$ cat src/design/ivw_pkg.sv
// ----------------------------------------------------------------------------
// ivw_pkg: shared types and constants for the interval walk block
// Item and result structs, opcode and status codes, table entry layout,
// sequencer states and shared adder operations.
// ----------------------------------------------------------------------------
package ivw_pkg;

    // Width of every value, bound and rank
    localparam int VALUE_BITS = 60;
    localparam int SUM_W      = VALUE_BITS + 1;

    typedef logic [VALUE_BITS-1:0] value_t;
    typedef logic [SUM_W-1:0]      sum_t;

    localparam value_t VALUE_MAX = '1;

    typedef enum logic [1:0] {
        OP_CLEAR  = 2'd0,
        OP_APPEND = 2'd1,
        OP_QUERY  = 2'd2
    } op_t;

    typedef enum logic [2:0] {
        ST_OK        = 3'd0,
        ST_FULL      = 3'd1,
        ST_EMPTY     = 3'd2,
        ST_RANK_ZERO = 3'd3,
        ST_SATURATED = 3'd4
    } status_t;

    typedef struct packed {
        op_t    op;
        value_t interval_low;
        value_t interval_high;
        value_t rank;
    } in_item_t;

    typedef struct packed {
        value_t  value;
        status_t status;
    } out_item_t;

    // One row of the interval table
    typedef struct packed {
        value_t start_value;
        value_t length;
        value_t end_value;
    } entry_t;

    typedef enum logic [2:0] {
        S_IDLE,
        S_APP_DIFF,
        S_APP_LEN,
        S_Q_INIT,
        S_Q_WALK,
        S_Q_FIN,
        S_DONE
    } state_t;

    typedef enum logic [2:0] {
        ALU_DEC,
        ALU_SUB,
        ALU_INC,
        ALU_ADD,
        ALU_ADD_INC
    } alu_op_t;

endpackage

$ cat src/design/ivw_alu.sv
// ----------------------------------------------------------------------------
// ivw_alu: shared adder
// One carry-out adder with operand and carry-in selection; the carry-out
// bit serves as borrow for subtraction and as overflow for addition.
// ----------------------------------------------------------------------------
module ivw_alu (
    input  ivw_pkg::alu_op_t op,
    input  ivw_pkg::value_t  a,
    input  ivw_pkg::value_t  b,
    output ivw_pkg::sum_t    sum
);
    import ivw_pkg::*;

    sum_t ext_a;
    sum_t ext_b;
    sum_t opb;
    logic cin;

    assign ext_a = {1'b0, a};
    assign ext_b = {1'b0, b};

    // Select second operand and carry-in
    always_comb
    begin
        opb = '0;
        cin = 1'b0;
        case (op)
            ALU_DEC:
            begin
                opb = '1;
                cin = 1'b0;
            end
            ALU_SUB:
            begin
                opb = ~ext_b;
                cin = 1'b1;
            end
            ALU_INC:
            begin
                opb = '0;
                cin = 1'b1;
            end
            ALU_ADD:
            begin
                opb = ext_b;
                cin = 1'b0;
            end
            ALU_ADD_INC:
            begin
                opb = ext_b;
                cin = 1'b1;
            end
            default:
            begin
                opb = '0;
                cin = 1'b0;
            end
        endcase
    end

    assign sum = ext_a + opb + SUM_W'(cin);

endmodule

$ cat config.mk
export PLATFORM = sky130hd
export DESIGN_NAME = ivw_alu
export DESIGN_NICKNAME = d
export VERILOG_FILES = /design/src/design/ivw_pkg.sv /design/src/design/ivw_alu.sv
export SDC_FILE = /design/constraint.sdc
export NUM_CORES = 1
export LEC_CHECK = 0
export BUFFER_PORTS_ARGS = -buffer_cell sky130_fd_sc_hd__buf_2
export CORE_ASPECT_RATIO = 0.6
export CORE_MARGIN = 2
export CORE_UTILIZATION = 57
export DETAILED_ROUTE_END_ITERATION = 6
export GPL_ROUTABILITY_DRIVEN = 0
export PLACE_DENSITY_LB_ADDON = 0.25
export SYNTH_ARGS = -nofsm -noshare
export SYNTH_HDL_FRONTEND = slang
export SYNTH_SLANG_ARGS = --single-unit
$ cat constraint.sdc
create_clock -name vclk -period 17.9
set_input_delay 3.58 -clock vclk [all_inputs]
set_output_delay 3.58 -clock vclk [all_outputs]
set_load 0.05 [all_outputs]
== After elaboration in Yosys (flattened, before gate mapping) ==
Index checks and enable logic that the tools add are counted.

* Output and inout bits: 61
* Bits in registers: 0

* Multiplexer cells: 2
* Eq/ne operators: 4
* Bitwise gates (word level): 1
* $add $sub $neg: 2
* Reduce and logical (&&, ||, !) cells: 3

{| class="wikitable"
|+ Operators with widths
! cell !! count
|-
| $pmux 61 s3 || 1
|-
| $add 60x61->61 || 1
|-
| $add 61x1->61 || 1
|-
| $not 60->61 || 1
|-
| $eq 3x2->1 const B || 2
|-
| $eq 3x1->1 const B || 1
|-
| $eq 3x3->1 const B || 1
|-
| $logic_not 3->1 || 1
|-
| $reduce_or 3->1 || 1
|-
| $reduce_or 2->1 || 1
|-
| $mux 1 || 1
|}

== Logic depth before layout (Yosys ltp) ==
* Depth in word-level cells: 5
* Depth in mapped cells: 18
* Gate-level depth less buffers: 16

== Worst setup path after synthesis ==
Ideal clock, no wire load.

* Path kind: input -> output
* Start: in op[1]
* End: out sum[56]
* Arrival time: 7.916 ns
* Required time: 14.320 ns
* Path slack: 6.404 ns
* Stages on the path: 16
* Buffers on the path: 2
* Cells stage by stage: clkbuf_1 > nor2_1 > clkbuf_1 > a21oi_1 > fa_1 > inv_1 > fa_1 > a21o_1 > a221oi_2 > a32o_1 > a31oi_1 > a31oi_1 > a31oi_1 > a22oi_1 > and2_1 > a311oi_1

* Word-level cells in the longest chain between the ends: 5
* Elaborated cells between the ends (all ways): 11

{| class="wikitable"
|+ Ends and longest elaborated chain
! what !! RTL line !! text
|-
| start, declared || ivw_alu.sv:7 || <nowiki>input ivw_pkg::alu_op_t op,</nowiki>
|-
| $eq 3x3->1 / $eq 3x2->1 (equally long branches) || ivw_alu.sv:27 || <nowiki>case (op)</nowiki>
|-
| $reduce_or 2->1 (no line) || n/a ||
|-
| $pmux 61 s3 || ivw_alu.sv:27 ||
|-
| $add 60x61->61 || ivw_alu.sv:61 || <nowiki>assign sum = ext_a + opb + SUM_W'(cin);</nowiki>
|-
| $add 61x1->61 (*) || ivw_alu.sv:61 ||
|-
| end, declared || ivw_alu.sv:10 || <nowiki>output ivw_pkg::sum_t sum</nowiki>
|}

Every way passes the cells marked *; elsewhere a longest branch is shown, timed or not.

== Worst setup path in the final report ==
* Start: in op[1]
* End: out sum[60]

The elaborated chain is that of the path after synthesis.

==> results.md <==
- Hold buffer count at cts: 0
- DP Cell Count: roughly 1.1k
- Worst hold slack: just under 8 ns
- Distinct cell type count after synthesis: 66
- Final Max Slew Viols: 0
- Critical Path Sink Type: output port
- Leakage: about 0.0029 uW
- Register area: 0 um^2
- ANT cells: 0
- Post-cts resize count: 0
- Clock Buffer Count: 0
- Die area: 9430 um^2
- Post-Layout Inst Area: 5800 um^2
- Register area share after synthesis: 0%
- Number of vias after detailed routing: 6471
- VDD IR max: 0.0413 mV
- Fin crit period: 12.03 ns
- Worst Path Arrival: 8.45 ns
- Initial antenna violation count: 0
- Cells after Synth: 810
- Fraction of layout cells with a size suffix above 1: ~22%
- MaxCap Viol Count: 0
- Unrepaired setup endpoints after global routing: no
- Slew Limit Headroom: a little over a third
- Cells along the critical path: buf_2, buf_4, and2_2, a21oi_1, nor2_1, a21oi_1, fa_1, inv_1, fa_1, a21o_1, a221oi_2, a32o_1, a31oi_1, a31oi_1, a31oi_1, a22oi_1, and2_1, a311oi_1, buf_2
- Placeable Area: 8460 um^2
- Post-CTS Setup Inserts: 0
- Synthesized net count: 994
- Final period util: 67.2%
- Fmax: 83.1 MHz
- GRT Util Overall: 31.2%
- Setup TNS: 0 ns
- IO Pins: 184
- Hold Path Class: in2out
- Crit path max fanout: 65
- Port-buffer cells: ~180
- Final net count: 1127
- Fillers: just over 800
- Via density: 6.15
- DR WL/cell: 14.9 um
- Crit-path slowest cell: and2_2
- GR Overflow Total: 0
- ANT nets after route: 0
- Worst Tran Pin Value: 0.951 ns
- Startpoint types: input pin
- Drt first-iter violations: 809
- Placed cell areas: 5800 um^2
- Area Overhead vs Synth: 17.8%
- Cell area after synthesis: slightly below 5000 um^2
- Setup-failing EPs final: 0
- Commonest non-fill, non-tap cell in the layout: buf_2
- Drt drc: 0
- Largest stage delay, worst path: 0.56 ns
- Post-Syn Area per Cell: 6.08 um^2
- Row count: 26
- Hold Vio Cnt, Final: 0
- Crit path top cell by count: a31oi_1
- Vias in the first global route: 5366
- Die Span X: 124 um
- Crit Path Class: in2out
- Multi-input gate area: between 4000 and 5000 um^2
- DR pass1 iterations: 5
- Largest net degree at the start of global routing: 66
- Finished Layout Cells: approximately 1.1k
- Dpl hpwl: between 10 and 15 mm
- FF+latch count: 0
- Detailed Route WL: 15.6 mm
- Syn. warnings: 0
- Initial Utilization: 58.3%
- Die height: ~76 um
- Critical path data required time: 14.32 ns
- First-pass GRT wire length: 25.1 mm
- Commonest cells after routing, fill and taps aside: 184 x buf_2, 132 x a21oi_1, 99 x nand2_1
- Status: finished, final reports clean
- PwrDens: 66.8 nW/um^2
## worst paths after layout
kind  startpoint       to  slack, ns  cells after the start
max        op[1]  sum[60]       5.87                     19
min         a[1]   sum[1]       7.68                      3
## layout make-up
type / instances / area share (%)
Tap cell: 112 / 2.41
Multi-Input combinational cell: 733 / 80.0
Inverter: 21 / 1.36
Timing Repair Buffer: 187 / 16.3
## per-layer routing
metal | vias to the layer above | track usage [%] | routed length, um | part of all wire, %
li1 | 3212 | - | - | -
met1 | 2865 | 50.2 | 7520 | 48
met2 | 370 | 46.0 | 6200 | 40
met3 | 24 | 1.80 | 1730 | 11
met4 | 0 | 3.60 | 196 | 1.3
met5 | - | 0 | 0 | 0
## critical path, delay by kind of cell
family	cells	cell delay [ns]
adders and majority gates	2	0.65
and+or+nand+nor	3	0.89
buffers and inverters	4	1.02
AOI/OAI and AO/OA	10	2.29
## cells in the mapped netlist (all sizes together), types with 3 or more instances
cell	count	area (um^2)
a211oi	4	47.5
a21boi	5	41.3
xor2	17	149
ha	59	738
nand2	99	372
nor3	12	65.1
a2111oi	3	26.3
a311oi	3	26.3
xnor2	38	333
a31oi	10	62.6
inv	21	78.8
and3	5	31.3
a21o	35	263
o21bai	19	143
nand3	7	35.0
and4	4	35.0
nor2	94	353
nor2b	3	18.8
or2	3	18.8
o21a	4	30.0
nand4	24	150
a221oi	6	77.6
and2	6	37.5
o21ai	95	475
buf	12	51.3
a21oi	132	661
nand2b	9	56.3
o211ai	4	30.0
clkbuf	44	165
## kinds of logic after synthesis
| logic type | share of synthesized area (%) |
|---|---|
| and+or+nand+nor | 25.6 |
| muxes | 0.660 |
| adders and majority gates | 15.8 |
| AOI/OAI and AO/OA | 42.1 |
| buffers and inverters | 5.99 |
| xor gates and xnor gates | 9.78 |
## per-stage QoR
stage / utilization, % / power [uW] / setup WS (ns)
5_1_grt: 68.6 / 414 / 5.47
6_report: 68.6 / 388 / 5.87
2_1_floorplan: - / 294 / 6.40
3_3_place_gp: 68.6 / 379 / 6.00
3_5_place_dp: 68.6 / 382 / 5.98
4_1_cts: 68.6 / 383 / 5.98
## report_power, final
| part | switching [uW] | total, uW | internal [uW] |
|---|---|---|---|
| Sequential | 0 | 0 | 0 |
| Combinational | 275 | 388 | 113 |
| Clock | 0 | 0 | 0 |
| Total | 275 | 388 | 113 |
Power figures use the tool's default switching activity.
