## src/design/ivw_pkg.sv

```systemverilog
// ----------------------------------------------------------------------------
// ivw_pkg: shared types and constants for the interval walk block
// Item and result structs, opcode and status codes, table entry layout,
// sequencer states and shared adder operations.
// ----------------------------------------------------------------------------
package ivw_pkg;

    // Width of every value, bound and rank
    localparam int VALUE_BITS = 60;
    localparam int SUM_W      = VALUE_BITS + 1;

    typedef logic [VALUE_BITS-1:0] value_t;
    typedef logic [SUM_W-1:0]      sum_t;

    localparam value_t VALUE_MAX = '1;

    typedef enum logic [1:0] {
        OP_CLEAR  = 2'd0,
        OP_APPEND = 2'd1,
        OP_QUERY  = 2'd2
    } op_t;

    typedef enum logic [2:0] {
        ST_OK        = 3'd0,
        ST_FULL      = 3'd1,
        ST_EMPTY     = 3'd2,
        ST_RANK_ZERO = 3'd3,
        ST_SATURATED = 3'd4
    } status_t;

    typedef struct packed {
        op_t    op;
        value_t interval_low;
        value_t interval_high;
        value_t rank;
    } in_item_t;

    typedef struct packed {
        value_t  value;
        status_t status;
    } out_item_t;

    // One row of the interval table
    typedef struct packed {
        value_t start_value;
        value_t length;
        value_t end_value;
    } entry_t;

    typedef enum logic [2:0] {
        S_IDLE,
        S_APP_DIFF,
        S_APP_LEN,
        S_Q_INIT,
        S_Q_WALK,
        S_Q_FIN,
        S_DONE
    } state_t;

    typedef enum logic [2:0] {
        ALU_DEC,
        ALU_SUB,
        ALU_INC,
        ALU_ADD,
        ALU_ADD_INC
    } alu_op_t;

endpackage

```

## src/design/ivw_seq.sv

```systemverilog
// ----------------------------------------------------------------------------
// ivw_seq: item sequencer
// Decodes each item, drives the shared adder and the table ports step by
// step, keeps the entry count and builds the pending result.
// ----------------------------------------------------------------------------
module ivw_seq #(
    parameter int  MAX_INTERVALS = 256,
    localparam int IDX_W = (MAX_INTERVALS > 1) ? $clog2(MAX_INTERVALS) : 1,
    localparam int CNT_W = $clog2(MAX_INTERVALS + 1)
) (
    input  logic               clk,
    input  logic               rst_n,
    input  logic               cmd_valid,
    input  ivw_pkg::in_item_t  cmd,
    output logic               cmd_stall,
    input  logic               rsp_free,
    output logic               res_load,
    output ivw_pkg::out_item_t res,
    output ivw_pkg::alu_op_t   alu_op,
    output ivw_pkg::value_t    alu_a,
    output ivw_pkg::value_t    alu_b,
    input  ivw_pkg::sum_t      alu_sum,
    output logic               wr_en,
    output logic [IDX_W-1:0]   wr_addr,
    output ivw_pkg::entry_t    wr_data,
    output logic               rd_en,
    output logic [IDX_W-1:0]   rd_addr,
    input  ivw_pkg::entry_t    rd_data
);
    import ivw_pkg::*;

    state_t     state_reg, state_next;
    logic [CNT_W-1:0] count_reg, count_next;
    logic [IDX_W-1:0] idx_reg, idx_next;
    value_t     rem_reg, rem_next;
    value_t     lo_reg, lo_next;
    value_t     hi_reg, hi_next;
    logic       neg_reg, neg_next;
    logic       sel_end_reg, sel_end_next;
    out_item_t  res_reg, res_next;

    logic             full;
    logic             sum_neg;
    value_t           sum_low;
    logic [CNT_W-1:0] idx_inc;
    logic             last;
    logic             walk_more;
    logic             read_req;

    assign full    = (count_reg == CNT_W'(MAX_INTERVALS));
    assign sum_neg = alu_sum[VALUE_BITS];
    assign sum_low = alu_sum[VALUE_BITS-1:0];
    assign idx_inc = CNT_W'(idx_reg) + CNT_W'(1);
    assign last    = (idx_inc == count_reg);
    assign walk_more = !sum_neg && !last;

    // Next state
    always_comb
    begin
        state_next = state_reg;
        case (state_reg)
            S_IDLE:
            begin
                if (cmd_valid)
                begin
                    case (cmd.op)
                        OP_APPEND:
                        begin
                            state_next = full ? S_DONE : S_APP_DIFF;
                        end
                        OP_QUERY:
                        begin
                            if ((count_reg == '0) || (cmd.rank == '0))
                            begin
                                state_next = S_DONE;
                            end
                            else
                            begin
                                state_next = S_Q_INIT;
                            end
                        end
                        default:
                        begin
                            state_next = S_DONE;
                        end
                    endcase
                end
            end
            S_APP_DIFF:
            begin
                state_next = S_APP_LEN;
            end
            S_APP_LEN:
            begin
                state_next = S_DONE;
            end
            S_Q_INIT:
            begin
                state_next = S_Q_WALK;
            end
            S_Q_WALK:
            begin
                if (!walk_more)
                begin
                    state_next = S_Q_FIN;
                end
            end
            S_Q_FIN:
            begin
                state_next = S_DONE;
            end
            S_DONE:
            begin
                if (rsp_free)
                begin
                    state_next = S_IDLE;
                end
            end
            default:
            begin
                state_next = S_IDLE;
            end
        endcase
    end

    // Adder operands, table ports and handshake
    always_comb
    begin
        alu_op   = ALU_ADD;
        alu_a    = rem_reg;
        alu_b    = rd_data.start_value;
        wr_en    = 1'b0;
        read_req = 1'b0;
        rd_addr  = idx_inc[IDX_W-1:0];
        case (state_reg)
            S_APP_DIFF:
            begin
                alu_op = ALU_SUB;
                alu_a  = hi_reg;
                alu_b  = lo_reg;
            end
            S_APP_LEN:
            begin
                alu_op = ALU_INC;
                wr_en  = 1'b1;
            end
            S_Q_INIT:
            begin
                alu_op   = ALU_DEC;
                read_req = 1'b1;
                rd_addr  = '0;
            end
            S_Q_WALK:
            begin
                alu_op = ALU_SUB;
                alu_b  = rd_data.length;
            end
            S_Q_FIN:
            begin
                alu_op = sel_end_reg ? ALU_ADD_INC : ALU_ADD;
                alu_b  = sel_end_reg ? rd_data.end_value : rd_data.start_value;
            end
            default:
            begin
                alu_op = ALU_ADD;
            end
        endcase
    end

    // Fetch the first row when a query starts, the next row only while the walk goes on
    assign rd_en     = read_req || ((state_reg == S_Q_WALK) && walk_more);
    assign cmd_stall = (state_reg != S_IDLE);
    assign res_load  = (state_reg == S_DONE) && rsp_free;
    assign res       = res_reg;

    // New row: inverted interval gets length zero, oversized one saturates
    assign wr_addr               = count_reg[IDX_W-1:0];
    assign wr_data.start_value   = lo_reg;
    assign wr_data.end_value     = hi_reg;
    assign wr_data.length        = neg_reg ? '0 : (sum_neg ? VALUE_MAX : sum_low);

    // Datapath next values
    always_comb
    begin
        count_next   = count_reg;
        idx_next     = idx_reg;
        rem_next     = rem_reg;
        lo_next      = lo_reg;
        hi_next      = hi_reg;
        neg_next     = neg_reg;
        sel_end_next = sel_end_reg;
        res_next     = res_reg;
        case (state_reg)
            S_IDLE:
            begin
                if (cmd_valid)
                begin
                    lo_next  = cmd.interval_low;
                    hi_next  = cmd.interval_high;
                    rem_next = cmd.rank;
                    res_next = '{value: '0, status: ST_OK};
                    case (cmd.op)
                        OP_CLEAR:
                        begin
                            count_next = '0;
                        end
                        OP_APPEND:
                        begin
                            if (full)
                            begin
                                res_next.status = ST_FULL;
                            end
                        end
                        OP_QUERY:
                        begin
                            if (count_reg == '0)
                            begin
                                res_next.status = ST_EMPTY;
                            end
                            else if (cmd.rank == '0)
                            begin
                                res_next.status = ST_RANK_ZERO;
                            end
                        end
                        default:
                        begin
                            res_next.status = ST_OK;
                        end
                    endcase
                end
            end
            S_APP_DIFF:
            begin
                rem_next = sum_low;
                neg_next = sum_neg;
            end
            S_APP_LEN:
            begin
                count_next = count_reg + CNT_W'(1);
            end
            S_Q_INIT:
            begin
                rem_next = sum_low;
                idx_next = '0;
            end
            S_Q_WALK:
            begin
                // Subtract the row length unless the rank falls inside it
                sel_end_next = !sum_neg;
                if (!sum_neg)
                begin
                    rem_next = sum_low;
                end
                if (walk_more)
                begin
                    idx_next = idx_inc[IDX_W-1:0];
                end
            end
            S_Q_FIN:
            begin
                res_next.value  = sum_neg ? VALUE_MAX : sum_low;
                res_next.status = sum_neg ? ST_SATURATED : ST_OK;
            end
            default:
            begin
                res_next = res_reg;
            end
        endcase
    end

    // Control registers
    always_ff @(posedge clk or negedge rst_n)
    begin
        if (!rst_n)
        begin
            state_reg <= S_IDLE;
            count_reg <= '0;
            idx_reg   <= '0;
        end
        else
        begin
            state_reg <= state_next;
            count_reg <= count_next;
            idx_reg   <= idx_next;
        end
    end

    // Payload registers
    always_ff @(posedge clk)
    begin
        rem_reg     <= rem_next;
        lo_reg      <= lo_next;
        hi_reg      <= hi_next;
        neg_reg     <= neg_next;
        sel_end_reg <= sel_end_next;
        res_reg     <= res_next;
    end

endmodule
```

## config.mk

```make
export PLATFORM = sky130hd
export DESIGN_NAME = ivw_seq
export DESIGN_NICKNAME = d
export VERILOG_FILES = /design/src/design/ivw_pkg.sv /design/src/design/ivw_seq.sv
export SDC_FILE = /design/constraint.sdc
export NUM_CORES = 1
export LEC_CHECK = 0
export BUFFER_PORTS_ARGS = -buffer_cell sky130_fd_sc_hd__clkbuf_2
export CAP_MARGIN = 20
export CORE_AREA = 4 4 314 316
export DETAILED_ROUTE_END_ITERATION = 7
export DIE_AREA = 0 0 318 320
export GPL_TIMING_DRIVEN = 0
export PLACE_DENSITY = 0.34
export SKIP_CTS_REPAIR_TIMING = 1
export SYNTH_ARGS = -nofsm -noshare
export SYNTH_HDL_FRONTEND = slang
export SYNTH_SLANG_ARGS = --single-unit
export TNS_END_PERCENT = 100
```

## constraint.sdc

```tcl
create_clock -name clk -period 14.1 [get_ports clk]
set_clock_uncertainty 0.1 [all_clocks]
set_input_delay 0 -clock clk [delete_from_list [all_inputs] [get_ports clk]]
set_output_delay 0 -clock clk [all_outputs]
set_load 0.01 [all_outputs]
```

======== Word-level counts from Yosys, hierarchy flattened ========
Index checks and enable logic that the tools add are counted.
word-level totals
  register bits ........................... 265
  output and inout port bits .............. 386
  word-level logic and storage cells ...... 85
  input port bits ......................... 427
operators by class
  muxes and demuxes ....................... 32
  reductions and logical operators ........ 25
  equal/unequal tests ..................... 16
  add/sub/neg operators ................... 2
operators by type and width
  cell                                            count
  two-way mux 60 bit                              6
  one-hot mux 60 bit (3 select lines)             2
  one-hot mux 63 bit (2 select lines)             1
  two-way mux 63 bit                              1
  logical NOT 60 bit                              1
  two-way mux 3 bit                               7
  two-way mux 9 bit                               2
  one-hot mux 3 bit (6 select lines)              1
  one-hot mux 9 bit (2 select lines)              1
  two-way mux 8 bit                               2
  one-hot mux 8 bit (2 select lines)              1
  one-hot mux 3 bit (4 select lines)              1
  != test 2 bit (second input constant)           5
  adder 8 x 1 -> 9 bit (second input constant)    1
  adder 9 x 1 -> 9 bit (second input constant)    1
  == test 3 bit (second input constant)           3
  == test 9 bit                                   1
  == test 9 bit (second input constant)           1
  logical NOT 9 bit                               1
  AND reduction 3 bit                             3
  == test 3 x 2 -> 1 bit (second input constant)  2
  one-hot mux 3 bit (2 select lines)              1
  AND reduction 2 bit                             3
  nonzero test 2 bit                              3
  other kinds (14)                                24

======== Logic depth before layout (Yosys ltp) ========
  word-level depth ........................ 6
  mapped depth ............................ 10
  mapped depth without buffers ............ 8

======== Least setup slack after synthesis ========
Ideal clock, no wire load.
  path kind ............................... reg-to-reg
  start ................................... register state_reg[1]
  end ..................................... register hi_reg[0] (enable)
  path slack .............................. 4.323 ns
  setup time .............................. 0.746 ns
  data required time ...................... 13.254 ns
  data arrival time ....................... 8.931 ns
  stages on the path, launching flop included .. 4
  clock period less this slack ............ 9.777 ns
  path buffers ............................ 2
  path through ............................ dfrtp_1 -> clkbuf_1 -> clkbuf_1 -> nor3_1
between the ends
  word-level cells in the longest chain between the ends .. 2
RTL lines
  element                        line            text
  start: declaration             ivw_seq.sv:32   state_t state_reg, state_next;
  start signal: assignment       ivw_seq.sv:282  state_reg <= state_next;
  logical NOT 3 bit              ivw_seq.sv:193  case (state_reg)
  AND reduction 2 bit (no line)  --
  end signal: assignment         ivw_seq.sv:293  hi_reg <= hi_next;
  end: declaration               ivw_seq.sv:37   value_t hi_reg, hi_next;
Every way passes these cells.
A chain may end at the register's enable or synchronous reset.

======== Worst setup path in the final report ========
  start ................................... register state_reg[2]
  end ..................................... output port alu_a[56]
between the ends
  word-level cells in the longest chain between the ends .. 2
RTL lines
  element                 line            text
  == test 3 x 1 -> 1 bit  ivw_seq.sv:135  case (state_reg)
  two-way mux 60 bit      ivw_seq.sv:135
  end: declaration        ivw_seq.sv:20   output ivw_pkg::value_t alu_a,
Every way passes these cells.

==> insert_results.sql <==
INSERT INTO impl_metrics (metric_group, metric, value, unit) VALUES
('place', 'dp_cells', '3141', ''),
('min_path', 'hp_start', 'alu_sum[54]', ''),
('timing', 'fin_hold_ws', '-0.0202', 'ns'),
('layout', 'num-fill-cells', '10500', ''),
('power', 'vdd_drop_max', '0.0000807', 'V'),
('layout', 'fin_area', '22800', 'um^2'),
('floorplan', 'io_pins', '813', ''),
('floorplan', 'die_width', '318', 'um'),
('status', 'failing_checks', 'hold timing', ''),
('clock_tree', 'tritoncts_num_sinks', '265', ''),
('synthesis', 'synth_area_leader_cell', 'edfxtp_1', ''),
('floorplan', 'die_h', '320', 'um'),
('layout', 'post_route_cells_drive_above_1_share', '47.1', '%'),
('detailed_routing', 'wl_per_cell', '23.8', 'um'),
('synthesis', 'dominantRegCellSynth', 'edfxtp_1', ''),
('critical_path', 'crit-reg2reg-launch', 'state_reg[0]', ''),
('run', 'maxCapViolations', '0', ''),
('clock_tree', 'cts_buffer_depth', '3', ''),
('status', 'outcome', 'finished with violations', ''),
('floorplan', 'floorplan.die_area', '102000', 'um^2'),
('critical_path', 'worst-path-max-fanout', '10', ''),
('floorplan', 'core-area', '96000', 'um^2'),
('synthesis', 'post_synth_inst_count', '1029', ''),
('min_path', 'hold_path_class', 'in -> reg', ''),
('synthesis', 'synth_enable_flop_cells', '245', ''),
('timing', 'min_period_over_period', '29.0', '%'),
('synthesis', 'postSynthRegisterBits', '265', ''),
('clock_tree', 'tritoncts', 'done', ''),
('global_routing', 'global_route_wire_length_before_repair', '109000', 'um'),
('synthesis', 'synth_fp_nets', '1462', ''),
('global_routing', 'number_of_global_route_vias_before_repair', '13200', ''),
('power', 'post-layout-total-power', '4.13', 'mW'),
('detailed_routing', 'drt_pass1_iterations', '6', ''),
('synthesis', 'yosysWarnings', '0', ''),
('floorplan', 'starting_density_of_the_core', '13.1', '%'),
('clock_tree', 'h-tree-depth', '2', ''),
('clock_tree', 'clockRootBuffer', 'clkbuf_16', ''),
('place', 'dpl-instance-area', '18600', 'um^2'),
('clock_tree', 'cts-buffers-inserted', '37', ''),
('power', 'power_density', '181', 'nW/um^2'),
('synthesis', 'post_synth_main_area_contributors', 'edfxtp_1, mux2_2, nor2_1', ''),
('critical_path', 'reg2regPathDepth', '9', ''),
('layout', 'mostFrequentLayoutCells', 'clkbuf_2, dlygate4sd3_1, edfxtp_1', ''),
('critical_path', 'startpoint_kind_of_the_worst_setup_timing_path', 'flop', ''),
('layout', 'core_occupancy_in_the_finished_layout', '23.8', '%'),
('timing', 'relSlewSlack', '36.8', '%'),
('layout', 'num-nets-final', '2626', ''),
('global_routing', 'grt_overflow', '0', ''),
('timing', 'period_minus_slack', '4.09', 'ns'),
('power', 'leakagePower', '9.98', 'nW'),
('synthesis', 'ys_seq_area_share', '62.6', '%'),
('layout', 'flow.area_growth_from_synthesis', '81.8', '%'),
('clock_tree', 'clkTransAtPathRegs', '0.06', 'ns'),
('timing', 'report.final.setup_viol', '0', ''),
('detailed_routing', 'dr_total_vias', '13600', ''),
('place', 'gpl_wtd_cong', '0.885', ''),
('critical_path', 'critical_path_required', '14.00', 'ns'),
('detailed_routing', 'remaining_drc_errors', '0', ''),
('global_routing', 'groute.usage.overall', '15.3', '%'),
('clock_tree', 'worstSkewPairLatency', '0.58', 'ns'),
('synthesis', 'asr_flop_ratio_synth', '7.55', '%'),
('detailed_routing', 'ant_nets', '0', ''),
('timing', 'fmaxAchievable', '0.244', 'GHz'),
('timing', 'timing.final.max_slew_violations', '0', ''),
('critical_path', 'reg2reg_setup_slack', '10.38', 'ns'),
('critical_path', 'setup.worst_path.class', 'reg -> out', ''),
('floorplan', 'placement_row_count', '114', ''),
('timing', 'final_hold_fails', '1', ''),
('synthesis', 'yosys.cell_types.count', '50', ''),
('place', 'place.port_buffers', '812', ''),
('layout', 'layoutNonFillerInstCount', '3509', '');
[final cells by class]
| type | instances | area, um^2 | share of cell area (%) |
|---|---|---|---|
| Sequential cell | 265 | 7860 | 34.4 |
| Clock buffer | 42 | 965 | 4.23 |
| Buffer | 79 | 363 | 1.59 |
| Timing Repair Buffer | 1125 | 7280 | 31.9 |
| Antenna cell | 12 | 30.0 | 0.132 |
| Multi-Input combinational cell | 672 | 4310 | 18.9 |
| Tap cell | 1276 | 1600 | 7.00 |
| Inverter | 13 | 48.8 | 0.214 |
| Clock inverter | 25 | 354 | 1.55 |
[worst max-delay path, cell delays in order, from the launching register on]
cell and delay (ns):
dfrtp_1 0.40, inv_1 0.15, nand2_1 0.16, nor2_1 0.58
clkbuf_2 0.69, clkbuf_2 0.74, mux2_2 0.42, clkbuf_2 0.23
[synthesized netlist by cell type (8+ instances only)]
cell,count
o21ai_0,19
inv_1,13
clkbuf_1,58
mux2_2,121
nand2_1,156
nor4_1,17
nor2_1,209
edfxtp_1,245
a21oi_1,10
dfrtp_1,20
buf_4,8
a222oi_1,60
[where the power goes]
part	leakage [nW]	switching (mW)	internal [mW]
registers	2.55	0.0973	1.13
logic	6.78	1.08	0.779
clock network	0.651	0.396	0.656
[layer usage]
layer  global-route usage, %  wire [um]  up-vias
met1                    17.3      32500     6588
met3                    5.37       6490       96
met2                    26.8      42100      716
li1                        -          -     6169
met5                   0.694        106        -
met4                    5.25       2180        4
[how the worst max path moves through the flow]
stage	startpoint	to	cells after the start
after floorplan	state_reg[1]	hi_reg[0]	3
after CTS	state_reg[2]	alu_a[56]	7
after global routing	state_reg[2]	alu_a[56]	7
after global placement	state_reg[1]	lo_reg[28]	3
final	state_reg[2]	alu_a[56]	7
after detailed placement	state_reg[0]	res[50]	9
[stage by stage]
step           worst slack (ns)  hold WS, ns
5_1_grt                    9.60     -0.00203
2_1_floorplan              4.32       -0.396
3_5_place_dp              10.12      -0.0693
3_3_place_gp              -2.58      -0.0643
4_1_cts                    9.61       -0.742
6_report                  10.01      -0.0202
[kinds of logic after synthesis]
family	Yosys count	synth area share (%)
and+or+nand+nor	422	14.0
muxes	122	10.9
AOI/OAI and AO/OA	110	7.45
adders and majority gates	6	0.598
buffers and inverters	92	3.25
xor gates and xnor gates	12	1.17
DFF	265	62.6
No activity file was read; power rests on OpenSTA's default activity.
